`config.mk`:
```
export PLATFORM = sky130hd
export DESIGN_NAME = ps2_mouse_packet_decoder
export DESIGN_NICKNAME = d
export VERILOG_FILES = /design/src/rtl/core/ps2md_pkg.sv /design/src/rtl/core/ps2md_front.sv /design/src/rtl/core/ps2md_fifo.sv /design/src/rtl/core/ps2md_back.sv /design/src/rtl/core/ps2_mouse_packet_decoder.sv
export SDC_FILE = /design/constraint.sdc
export NUM_CORES = 1
export LEC_CHECK = 0
export BUFFER_PORTS_ARGS = -buffer_cell sky130_fd_sc_hd__buf_4
export CAP_MARGIN = 20
export CORE_ASPECT_RATIO = 1.75
export CORE_UTILIZATION = 55
export DETAILED_ROUTE_END_ITERATION = 8
export PLACE_DENSITY_LB_ADDON = 0.1
export SYNTH_ARGS = -nofsm -noshare
export SYNTH_HDL_FRONTEND = slang
export SYNTH_SLANG_ARGS = --single-unit
```
`constraint.sdc`:
```
create_clock -name clk -period 6.12 [get_ports clk]
set_input_delay 0.612 -clock clk [delete_from_list [all_inputs] [get_ports clk]]
set_output_delay 0.612 -clock clk [all_outputs]
set_load 0.01 [all_outputs]
```
`src/rtl/core/ps2md_pkg.sv`:
```
// Shared types and constants for the PS/2 mouse packet decoder.
`timescale 1ns / 1ps
package ps2md_pkg;

  localparam int QUEUE_DEPTH_DEF = 2;

  localparam logic [7:0] RESET_MARK    = 8'hAA;
  localparam logic [7:0] OVERFLOW_MASK = 8'h80 | 8'h40;
  localparam logic [7:0] ID_EXT3       = 8'd3;
  localparam logic [7:0] ID_EXT4       = 8'd4;

  localparam logic [3:0] SCROLL_UP     = 4'h1;
  localparam logic [3:0] SCROLL_DOWN   = 4'hF;
  localparam logic [3:0] SCROLL_RIGHT  = 4'h2;
  localparam logic [3:0] SCROLL_LEFT   = 4'hE;

  localparam logic [1:0] KIND_MOVE     = 2'd0;
  localparam logic [1:0] KIND_BUTTON   = 2'd1;
  localparam logic [1:0] KIND_SCROLL   = 2'd2;
  localparam logic [1:0] KIND_RESET    = 2'd3;

  // Event mask bit positions, in emission order.
  localparam int NUM_EV = 8;
  localparam logic [2:0] EV_MOVE   = 3'd0;
  localparam logic [2:0] EV_SCROLL = 3'd6;
  localparam logic [2:0] EV_RESET  = 3'd7;

  // One queued packet (or reset mark) with the events it still has to emit.
  typedef struct packed {
    logic [NUM_EV-1:0] ev;
    logic signed [8:0] mx;
    logic signed [8:0] my;
    logic [4:0]        btn_new;
    logic signed [1:0] sx;
    logic signed [1:0] sy;
  } job_t;

endpackage

```
`src/rtl/core/ps2md_front.sv`:
```
// Front end: byte intake, packet assembly, button tracking and event classification.
`timescale 1ns / 1ps
module ps2md_front import ps2md_pkg::*; (
  input  logic       clk,
  input  logic       rst,
  input  logic [7:0] mouse_id,
  input  logic       in_valid,
  output logic       in_stall,
  input  logic       mode,
  input  logic [7:0] data_byte,
  input  logic       q_full,
  output logic       push,
  output job_t       job
);

  logic [2:0] byte_count;
  logic [7:0] held [3];
  logic [4:0] button_state;

  logic       accept;
  logic       ext;
  logic       complete;
  logic [7:0] b0, b1, b2, b3;
  logic [4:0] btn_new;
  logic [4:0] chg;
  logic       overflow;
  logic       scroll_ok;
  logic       is_mark;

  assign in_stall = q_full;
  assign accept   = in_valid && !in_stall;
  assign ext      = (mouse_id == ID_EXT3) || (mouse_id == ID_EXT4);
  assign complete = ext ? (byte_count >= 3'd3) : (byte_count >= 3'd2);
  assign is_mark  = (data_byte == RESET_MARK);

  // Packet bytes: held bytes first, then the incoming byte, zero beyond.
  always_comb begin
    b0 = (byte_count > 3'd0) ? held[0] : data_byte;
    b1 = (byte_count > 3'd1) ? held[1] : ((byte_count == 3'd1) ? data_byte : 8'h00);
    b2 = (byte_count > 3'd2) ? held[2] : ((byte_count == 3'd2) ? data_byte : 8'h00);
    b3 = (byte_count == 3'd3) ? data_byte : 8'h00;
  end

  always_comb begin
    overflow  = (b0 & OVERFLOW_MASK) != 8'h00;
    btn_new   = {(ext ? b3[5:4] : button_state[4:3]), b0[2:0]};
    chg       = btn_new ^ button_state;
    scroll_ok = 1'b0;
    job       = '0;
    job.sx    = 2'sd0;
    job.sy    = 2'sd0;
    if (mouse_id == ID_EXT4) begin
      case (b3[3:0])
        SCROLL_UP:    begin scroll_ok = 1'b1; job.sy = -2'sd1; end
        SCROLL_DOWN:  begin scroll_ok = 1'b1; job.sy = 2'sd1;  end
        SCROLL_RIGHT: begin scroll_ok = 1'b1; job.sx = 2'sd1;  end
        SCROLL_LEFT:  begin scroll_ok = 1'b1; job.sx = -2'sd1; end
        default:      scroll_ok = 1'b0;
      endcase
    end
    job.mx      = {b0[4], b1};
    job.my      = {b0[5], b2};
    job.btn_new = btn_new;
    job.ev      = {1'b0, scroll_ok, chg, ((b1 | b2) != 8'h00)};
    push        = 1'b0;
    if (!mode && is_mark) begin
      job      = '0;
      job.ev   = NUM_EV'(1) << EV_RESET;
      push     = accept;
    end else if (!mode && complete && !overflow) begin
      push = accept && (job.ev != '0);
    end
  end

  always_ff @(posedge clk) begin
    if (rst) begin
      byte_count   <= 3'd0;
      button_state <= 5'd0;
    end else if (accept) begin
      if (mode) begin
        byte_count <= 3'd0;
      end else if (is_mark) begin
        byte_count   <= 3'd0;
        button_state <= 5'd0;
      end else if (!complete) begin
        byte_count <= byte_count + 3'd1;
      end else begin
        byte_count <= 3'd0;
        if (!overflow) begin
          button_state <= btn_new;
        end
      end
    end
  end

  always_ff @(posedge clk) begin
    if (accept && !mode && !is_mark && !complete) begin
      held[byte_count[1:0]] <= data_byte;
    end
  end

`ifndef SYNTHESIS
  a_mark_clears_buttons: assert property (@(posedge clk) disable iff (rst)
    (accept && !mode && is_mark) |=> (button_state == 5'd0 && byte_count == 3'd0))
    else $error("reset mark did not clear button state");

  a_count_bound: assert property (@(posedge clk) disable iff (rst)
    byte_count <= 3'd3)
    else $error("byte count out of range");
`endif

endmodule

```
`src/rtl/core/ps2md_fifo.sv`:
```
// Short job queue between the front end and the event sequencer.
`timescale 1ns / 1ps
module ps2md_fifo import ps2md_pkg::*; #(
  parameter int DEPTH = QUEUE_DEPTH_DEF
) (
  input  logic clk,
  input  logic rst,
  input  logic push,
  input  job_t push_data,
  output logic full,
  input  logic pop,
  output logic empty,
  output job_t head
);

  localparam int PW = (DEPTH > 1) ? $clog2(DEPTH) : 1;
  localparam int CW = $clog2(DEPTH + 1);

  job_t          mem [DEPTH];
  logic [PW-1:0] wr_ptr;
  logic [PW-1:0] rd_ptr;
  logic [CW-1:0] count;

  assign full  = (count == CW'(DEPTH));
  assign empty = (count == '0);
  assign head  = mem[rd_ptr];

  always_ff @(posedge clk) begin
    if (rst) begin
      wr_ptr <= '0;
      rd_ptr <= '0;
      count  <= '0;
    end else begin
      if (push) begin
        wr_ptr <= (wr_ptr == PW'(DEPTH - 1)) ? '0 : wr_ptr + PW'(1);
      end
      if (pop) begin
        rd_ptr <= (rd_ptr == PW'(DEPTH - 1)) ? '0 : rd_ptr + PW'(1);
      end
      if (push && !pop) begin
        count <= count + CW'(1);
      end else if (pop && !push) begin
        count <= count - CW'(1);
      end
    end
  end

  always_ff @(posedge clk) begin
    if (push) begin
      mem[wr_ptr] <= push_data;
    end
  end

`ifndef SYNTHESIS
  a_no_overrun: assert property (@(posedge clk) disable iff (rst)
    !(push && full))
    else $error("push into full queue");
`endif

endmodule

```
`src/rtl/core/ps2md_back.sv`:
```
// Back end: walks a job's event mask and drives the registered output word.
`timescale 1ns / 1ps
module ps2md_back import ps2md_pkg::*; (
  input  logic              clk,
  input  logic              rst,
  input  logic              q_empty,
  input  job_t              head,
  output logic              pop,
  output logic              out_valid,
  input  logic              out_stall,
  output logic [1:0]        kind,
  output logic signed [8:0] move_x,
  output logic signed [8:0] move_y,
  output logic [2:0]        button_index,
  output logic              button_pressed,
  output logic signed [1:0] scroll_x,
  output logic signed [1:0] scroll_y,
  output logic              last
);

  job_t              cur;
  logic [NUM_EV-1:0] pending;

  logic              busy;
  logic              out_free;
  logic              emit;
  logic [NUM_EV-1:0] src;
  logic [NUM_EV-1:0] rest;
  job_t              sjob;
  logic [2:0]        idx;
  logic [2:0]        bidx;

  function automatic logic [2:0] first_set(input logic [NUM_EV-1:0] m);
    logic [2:0] r;
    r = '0;
    for (int i = NUM_EV - 1; i >= 0; i--) begin
      if (m[i]) r = 3'(i);
    end
    return r;
  endfunction

  always_comb begin
    busy     = (pending != '0);
    out_free = !out_valid || !out_stall;
    src      = busy ? pending : head.ev;
    sjob     = busy ? cur : head;
    emit     = out_free && (busy || !q_empty);
    pop      = out_free && !busy && !q_empty;
    idx      = first_set(src);
    rest     = src & ~(NUM_EV'(1) << idx);
    bidx     = idx - 3'd1;
  end

  always_ff @(posedge clk) begin
    if (rst) begin
      out_valid <= 1'b0;
      pending   <= '0;
    end else if (emit) begin
      out_valid <= 1'b1;
      pending   <= rest;
    end else if (out_free) begin
      out_valid <= 1'b0;
    end
  end

  always_ff @(posedge clk) begin
    if (pop) begin
      cur <= head;
    end
    if (emit) begin
      move_x         <= 9'sd0;
      move_y         <= 9'sd0;
      button_index   <= 3'd0;
      button_pressed <= 1'b0;
      scroll_x       <= 2'sd0;
      scroll_y       <= 2'sd0;
      last           <= (rest == '0);
      case (idx)
        EV_MOVE: begin
          kind   <= KIND_MOVE;
          move_x <= sjob.mx;
          move_y <= sjob.my;
        end
        EV_SCROLL: begin
          kind     <= KIND_SCROLL;
          scroll_x <= sjob.sx;
          scroll_y <= sjob.sy;
        end
        EV_RESET: begin
          kind <= KIND_RESET;
        end
        default: begin
          kind           <= KIND_BUTTON;
          button_index   <= bidx;
          button_pressed <= sjob.btn_new[bidx];
        end
      endcase
    end
  end

`ifndef SYNTHESIS
  a_pending_shown: assert property (@(posedge clk) disable iff (rst)
    (pending != '0) |-> out_valid)
    else $error("events pending with no word on the output");

  a_reset_alone: assert property (@(posedge clk) disable iff (rst)
    (out_valid && kind == KIND_RESET) |-> (last && pending == '0))
    else $error("device reset event not emitted alone");
`endif

endmodule

```
`src/rtl/core/ps2_mouse_packet_decoder.sv`:
```
// Top level of the PS/2 mouse packet decoder: register port and block wiring.
//
// Input channel (in_valid/in_stall, mode, data_byte): one word per received
// mouse byte, or a resynchronize request when mode is 1. A word is taken at a
// clock edge with in_valid high and in_stall low; in_stall rises only while
// the job queue (QUEUE_DEPTH entries) is full, else bytes go in one per cycle.
// Output channel (out_valid/out_stall and event fields): one word per event.
// A byte completing a packet that has events and no overflow bit, or a 0xAA
// reset mark, queues a job at the edge it is taken; its events load into the
// output register one per cycle while it is free, up to seven per packet, last
// set on the final. The output register holds while out_stall is high; the
// front end keeps taking bytes until the queue fills behind it.
// mouse_id is written over the APB port at byte address 0 (reset 0) and
// must only change while the block is idle.
// Reset (rst, synchronous) clears the byte count, buttons, queue and output;
// no clearing pass is needed.
`timescale 1ns / 1ps
module ps2_mouse_packet_decoder import ps2md_pkg::*; #(
  parameter int QUEUE_DEPTH = QUEUE_DEPTH_DEF
) (
  input  logic              clk,
  input  logic              rst,
  input  logic              psel,
  input  logic              penable,
  input  logic              pwrite,
  input  logic [2:0]        paddr,
  input  logic [31:0]       pwdata,
  output logic [31:0]       prdata,
  output logic              pready,
  input  logic              in_valid,
  output logic              in_stall,
  input  logic              mode,
  input  logic [7:0]        data_byte,
  output logic              out_valid,
  input  logic              out_stall,
  output logic [1:0]        kind,
  output logic signed [8:0] move_x,
  output logic signed [8:0] move_y,
  output logic [2:0]        button_index,
  output logic              button_pressed,
  output logic signed [1:0] scroll_x,
  output logic signed [1:0] scroll_y,
  output logic              last
);

  logic [7:0] mouse_id;
  logic       q_full;
  logic       q_empty;
  logic       push;
  logic       pop;
  job_t       job;
  job_t       head;

  assign pready = 1'b1;
  assign prdata = (paddr[2] == 1'b0) ? {24'd0, mouse_id} : 32'd0;

  always_ff @(posedge clk) begin
    if (rst) begin
      mouse_id <= 8'd0;
    end else if (psel && penable && pwrite && pready && paddr[2] == 1'b0) begin
      mouse_id <= pwdata[7:0];
    end
  end

  ps2md_front u_front (
    .clk       (clk),
    .rst       (rst),
    .mouse_id  (mouse_id),
    .in_valid  (in_valid),
    .in_stall  (in_stall),
    .mode      (mode),
    .data_byte (data_byte),
    .q_full    (q_full),
    .push      (push),
    .job       (job)
  );

  ps2md_fifo #(
    .DEPTH (QUEUE_DEPTH)
  ) u_fifo (
    .clk       (clk),
    .rst       (rst),
    .push      (push),
    .push_data (job),
    .full      (q_full),
    .pop       (pop),
    .empty     (q_empty),
    .head      (head)
  );

  ps2md_back u_back (
    .clk            (clk),
    .rst            (rst),
    .q_empty        (q_empty),
    .head           (head),
    .pop            (pop),
    .out_valid      (out_valid),
    .out_stall      (out_stall),
    .kind           (kind),
    .move_x         (move_x),
    .move_y         (move_y),
    .button_index   (button_index),
    .button_pressed (button_pressed),
    .scroll_x       (scroll_x),
    .scroll_y       (scroll_y),
    .last           (last)
  );

endmodule

```
# After elaboration in Yosys (flattened, before gate mapping)

Memory sizes are Yosys's and may differ from the RTL's. A register that Yosys moved wholly into a read port is not among the register bits.
Cells that the tools add are included.

$add $sub $neg: 6
Muxes and demuxes: 48
Magnitude comparators: 6
Eq/ne operators: 14
Multipliers: 0
Bitwise logic cells: 6
Reductions and logical operators: 43
Shifts and indexed selects: 1
Divide/modulo/power cells: 0

Operators with widths:

| cell                                                              | count |
|---|---|
| two-way mux 8 bit                                                 | 7 |
| two-way mux 35 bit                                                | 1 |
| two-way mux 3 bit                                                 | 11 |
| two-way mux 27 bit                                                | 1 |
| nonzero test 8 bit                                                | 3 |
| logical AND 1 bit                                                 | 16 |
| two-way mux 1 bit                                                 | 16 |
| two-way mux 5 bit                                                 | 3 |
| logical NOT 1 bit                                                 | 11 |
| AND 8 bit                                                         | 1 |
| == test 4 bit, second input constant                              | 2 |
| == test 8 x 2 -> 1 bit, second input constant                     | 1 |
| == test 8 x 3 -> 1 bit, second input constant                     | 1 |
| == test 8 bit, second input constant                              | 1 |
| logical NOT 8 bit                                                 | 1 |
| NOT 8 bit                                                         | 1 |
| OR 8 bit                                                          | 1 |
| one-hot mux 2 bit (2 select lines)                                | 2 |
| left shift 1 x 3 -> 8 bit, first input constant                   | 1 |
| nonzero test 7 bit                                                | 1 |
| == test 3 x 2 -> 1 bit, second input constant                     | 2 |
| == test 3 bit, second input constant                              | 2 |
| greater-or-equal comparator 3 x 2 -> 1 bit, second input constant | 2 |
| > comparator 3 x 1 -> 1 bit, second input constant                | 2 |
| other kinds (26)                                                  | 34 |

Output and inout port bits: 64
Memories kept: 2
Memory bits (read-only): 0
Latch bits: 0
Input port bits: 51
Word-level logic and storage cells: 147
Memory bits (writable): 94
Flip-flop bits (word level): 85

Memory list:

| memory       | depth | bits a word | read ports | clocked after Yosys merged registers in | wr ports | RTL line          | text |
|---|---|---|---|---|---|---|---|
| u_fifo.mem   | 2     | 35          | 1          | 1                                       | 1        | ps2md_fifo.sv:19  | `job_t mem [DEPTH];` |
| u_front.held | 3     | 8           | 3          | 0                                       | 1        | ps2md_front.sv:17 | `logic [7:0] held [3];` |

# Logic depth before layout (Yosys ltp)

Depth in word-level cells: 14
Mapped depth: 15
Depth with buffers taken out: 13

# Modules after synthesis

From an unflattened synthesis, not the netlist that was laid out.

Cell total of the unflattened synthesis: 649
Area, all modules: 8155.3 sq um

By module, submodules not included:

| module                   | cells an instance | sequential area each (sq um) | instances | area an instance (sq um) |
|---|---|---|---|---|
| ps2md_back               | 247               | 1861.8                       | 1         | 2890.3 |
| ps2md_fifo               | 131               | 2202.1                       | 1         | 2731.4 |
| ps2md_front              | 201               | 850.8                        | 1         | 1903.1 |
| ps2_mouse_packet_decoder | 70                | 160.2                        | 1         | 630.6 |

# Worst setup path before layout

No wires, ideal clock.

Path kind: register to register
Start: register mouse_id[3]
End: memory u_fifo.mem[0][0] in the netlist's numbering, enable pin
Path slack: 2266 ps
Stages on the path, launching flop included: 8
Required time: 5693 ps
Buffers on the path: 0
Arrival: 3427 ps
Setup time: 427 ps
Period minus slack after synthesis: 3854 ps
Cells stage by stage: dfxtp_1 or4_4 a211o_4 mux2_4 a21oi_2 o21ai_2 a31o_1 nor2_1

Longest elaborated chain between the ends: 10
Elaborated cells between the ends (all ways): 15
Classes of those cells: eq/ne (2); mux (7); bitwise (1); reduce/logical (5)

Ends and longest elaborated chain:

| what                                                                    | RTL line                             | text |
|---|---|---|
| start: declaration                                                      | ps2_mouse_packet_decoder.sv:46       | `logic [7:0] mouse_id;` |
| start signal: assignment                                                | ps2_mouse_packet_decoder.sv:61       | `mouse_id <= pwdata[7:0];` |
| == test 8 x 2 -> 1 bit / == test 8 x 3 -> 1 bit (equally long branches) | ps2md_front.sv:32, ps2md_front.sv:52 |  |
| logical OR 1 bit                                                        | ps2md_front.sv:32                    | `assign ext = (mouse_id == ID_EXT3) \|\| (mouse_id == ID_EXT4);` |
| two-way mux 2 bit                                                       | ps2md_front.sv:46                    | `btn_new = {(ext ? b3[5:4] : button_state[4:3]), b0[2:0]};` |
| XOR 5 bit                                                               | ps2md_front.sv:47                    | `chg = btn_new ^ button_state;` |
| nonzero test 7 bit                                                      | ps2md_front.sv:71                    | `push = accept && (job.ev != '0);` |
| logical AND 1 bit                                                       | ps2md_front.sv:71                    |  |
| two-way mux 1 bit (*)                                                   | ps2md_front.sv:70                    | `end else if (!mode && complete && !overflow) begin` |
| two-way mux 1 bit (*)                                                   | ps2md_front.sv:66                    | `if (!mode && is_mark) begin` |
| two-way mux 1 bit (*)                                                   | ps2md_fifo.sv:49                     | `if (push) begin` |
| two-way mux 1 bit (not written as such) (*)                             | ps2md_fifo.sv:50                     | `mem[wr_ptr] <= push_data;` |
| end: declaration                                                        | ps2md_fifo.sv:19                     |  |

Mark *: on every way between the ends. The rest lies on a longest branch, timed or not.

==> key figures <==
Floorplanning
  – Rows: 58
  – Die width: 93.5 um
  – Core Region: 14400 um2
  – Die Y: 162 um
  – Initial Utilization: 0.560
  – Die ar.: 15100 um2
  – I/O Pins: 115

Critical path
  – Crit. End Element: flop
  – Worst Path Arrival: 4.63 ns
  – Largest delay share family, worst path: compound AO/OA/AOI/OAI gates
  – Worst Path Class, Setup: reg -> reg
  – CP max stage delay: slightly below 1 ns
  – Crit-path cells: nand2b_1 -> o32ai_1 -> a21oi_1 -> o31ai_1 -> a211oi_1 -> a2111oi_0 -> inv_1 -> ha_1 -> nand2_1 -> o21ai_0 -> nor2b_1
  – CP required: 6.39 ns
  – Buf/Inv on CP: 1
  – Max stage delay cell, worst path: dfxtp_2
  – Startpoint types: flop
  – Worst-path maximum fanout: between 40 and 50

Power
  – Leakage dissipation: 3.32 nW
  – Post-layout power: about 4.6 mW
  – Peak supply drop: 0.260 mV
  – PwrDens: 504 nW/um2

Outcome
  – Status: complete, no violations

Synthesis
  – Syn Area/Cell: 12.2 um2
  – Synth Flop Type: edfxtp_1
  – Synth area leaders: edfxtp_1, dfxtp_1, nor2_1, mux2_2, buf_4
  – Seq/Total Area, Yosys: 0.630
  – Share of the synthesized area in the top cell type: 0.556
  – Post-Syn Area: 8050 um2
  – Yosys warning count: 0
  – Number of synthesized register bits: approximately 180
  – Post-synth EDFFs: 149
  – Post-synthesis cell count: 662
  – Asr flop ratio synth: 0
  – Yosys top cell by area: edfxtp_1
  – Distinct cells, synth: 64

Timing
  – Crit path time final: around 4.4 ns
  – Achievable frequency: 230 MHz
  – Worst Tran Pin Value: between 1 and 1.5 ns
  – Final setup violation count: 0
  – Final clock skew: 0.0142 ns
  – Worst hold slack: 0.431 ns
  – Worst slew margin: 0.317
  – Final period util: 0.712
  – Aggregate negative setup slack: 0 ns
  – Fin. Hold Viols: 0
  – Pins Over Slew Limit: 0
  – RSZ-0062 raised after global routing: no

Layout
  – Fraction of layout cells with a size suffix above 1: 0.196
  – Nets: between 700 and 800
  – Commonest non-fill, non-tap cell in the layout: edfxtp_1
  – Ant diodes: 0
  – Commonest non-fill, non-tap cells in the layout: edfxtp_1, nor2_1, buf_4, nand2_1
  – Layout area overhead: 14.4%

Detailed routing
  – DR DRC count: 0
  – Via count: between 5000 and 6000
  – First-pass iteration count of the detailed router: 5
  – DR WL/cell: approximately 17 um
  – Routed vias/inst: ~5.7
  – Final wirelength: 15.2 mm
  – Starting DRT DRC Count: 245
  – Post-route antenna net violation count: 0

Global route
  – Vias in the first global route: about 5200
  – First-pass GRT wire length: 24.8 mm
  – GRT Total Usage: 0.215
  – Initial antenna violation count: 0
  – Pin count of the biggest net entering global routing: 48
  – Overflow after GRT: 0

Clocking
  – Hold buffer count at cts: 0
  – TritonCTS clock tree: done
  – CTS root buf: clkbuf_16
  – H-tree depth: 4
  – CTS resizes: 0
  – Worst-path clk slew: 0.08 ns
  – # clock sinks: 179
  – Clock latency at the later pin of the worst-skew pair: about 0.43 ns
  – CTS max path bufs: 2
  – Post-CTS Setup Bufs: 0
  – Total CTS buffers: 17

Placement
  – Port buffer count: 63
  – Gp weighted congestion: 0.896
  – DPL Wire Length: roughly 11 mm

Worst hold path
  – Min-delay worst type: in -> reg

Flow run
  – Max-Cap Viols: 0
power by group:
part           switching (mW)  total (mW)  leakage (nW)  internal [mW]
Sequential              0.129        1.83          1.65           1.70
Clock                   0.533        1.10         0.297          0.565
Combinational            1.06        1.72          1.38          0.659
Total                    1.72        4.65          3.32           2.92
cells by family (layout without fill, tap and decap cells):
logic type	after synthesis	count (layout)	share of synthesized area
AND/OR/NAND/NOR	243	243	0.141
XOR/XNOR	9	9	0.00979
adder cells (fa/ha/maj)	11	11	0.0171
flip-flops	179	179	0.630
other	2	25	0.000933
multiplexers	48	48	0.0690
buffers and inverters	62	110	0.0412
AO/OA/AOI/OAI	108	108	0.0907
metrics by stage:
stage | setup slack [ns] | util | area (um2) | cells
floorplan | 2.27 | - | 8140 | 685
global placement | 1.89 | 0.598 | 8590 | 881
detailed placement | 1.76 | 0.598 | 8590 | 881
CTS | 1.70 | 0.641 | 9210 | 913
global route | 1.08 | 0.641 | 9210 | 913
finish | 1.76 | 0.641 | 9210 | 913
sequential cells by signal, indices dropped and copies added (netlist names), named ones only:
name,cells
mouse_id,8
u_back.move_y,9
u_front.byte_count,3
u_back.move_x,9
u_fifo.count,2
u_back.scroll_x,2
u_back.pending,8
u_front.held,23
u_back.last,1
u_back.kind,2
u_back.button_pressed,1
u_back.out_valid,1
u_front.button_state,5
u_back.scroll_y,2
u_fifo.rd_ptr,1
u_fifo.mem,70
u_back.button_index,3
u_fifo.wr_ptr,1
u_back.cur,27
cells in the mapped netlist, types with 3 or more instances:
cell and count:
and2_1 7, mux2_2 30, a211oi_1 7, xnor2_1 6, inv_1 9, ha_1 11
buf_1 3, o21ai_1 6, o31ai_1 3, a22o_1 4, buf_4 25, nor4_1 8
a31oi_1 3, buf_2 4, o22ai_1 3, mux2i_1 12, edfxtp_1 149, nor3_1 30
a21oi_1 30, nor2b_1 16, xor2_1 3, nand2_1 39, nand2b_1 6, clkbuf_1 19
a22oi_1 19, dfxtp_1 30, o21a_1 3, o32ai_1 3, o21ai_0 9, nor3b_1 3
nor2_1 112, or3_1 6
area by class of cell:
type	instances	area [um2]
timing repair buffer	67	503
tap	180	225
sequential	179	5080
inverter	11	41.3
multi-input combinational	444	2740
clock inverter	15	198
clock buffer	17	425
fill	1165	5160
worst min-delay path, stage by stage:
cell     delay (ns)
buf_4          0.11
nand2_1        0.05
a21oi_1        0.05
routing by layer:
layer / wire (um) / vias up / GRT usage
met1: 6110 / 2473 / 0.252
met2: 8050 / 175 / 0.374
met3: 609 / 22 / 0.0449
li1: - / 2514 / -
met4: 379 / 0 / 0.101
met5: 0 / - / 0
path summary, 6_finish.rpt:
| kind | slack [ns] | cells after the start | from | to |
|---|---|---|---|---|
| min reg2reg | 0.47 | 2 | u_front.button_state[2] | u_front.button_state[2] |
| min | 0.43 | 3 | pwdata[0] | mouse_id[0] |
| max | 1.76 | 11 | flop | u_back.button_index[1] |
| max reg2reg | 1.76 | 11 | flop | u_back.button_index[1] |
(Power assumes the default switching activity.)
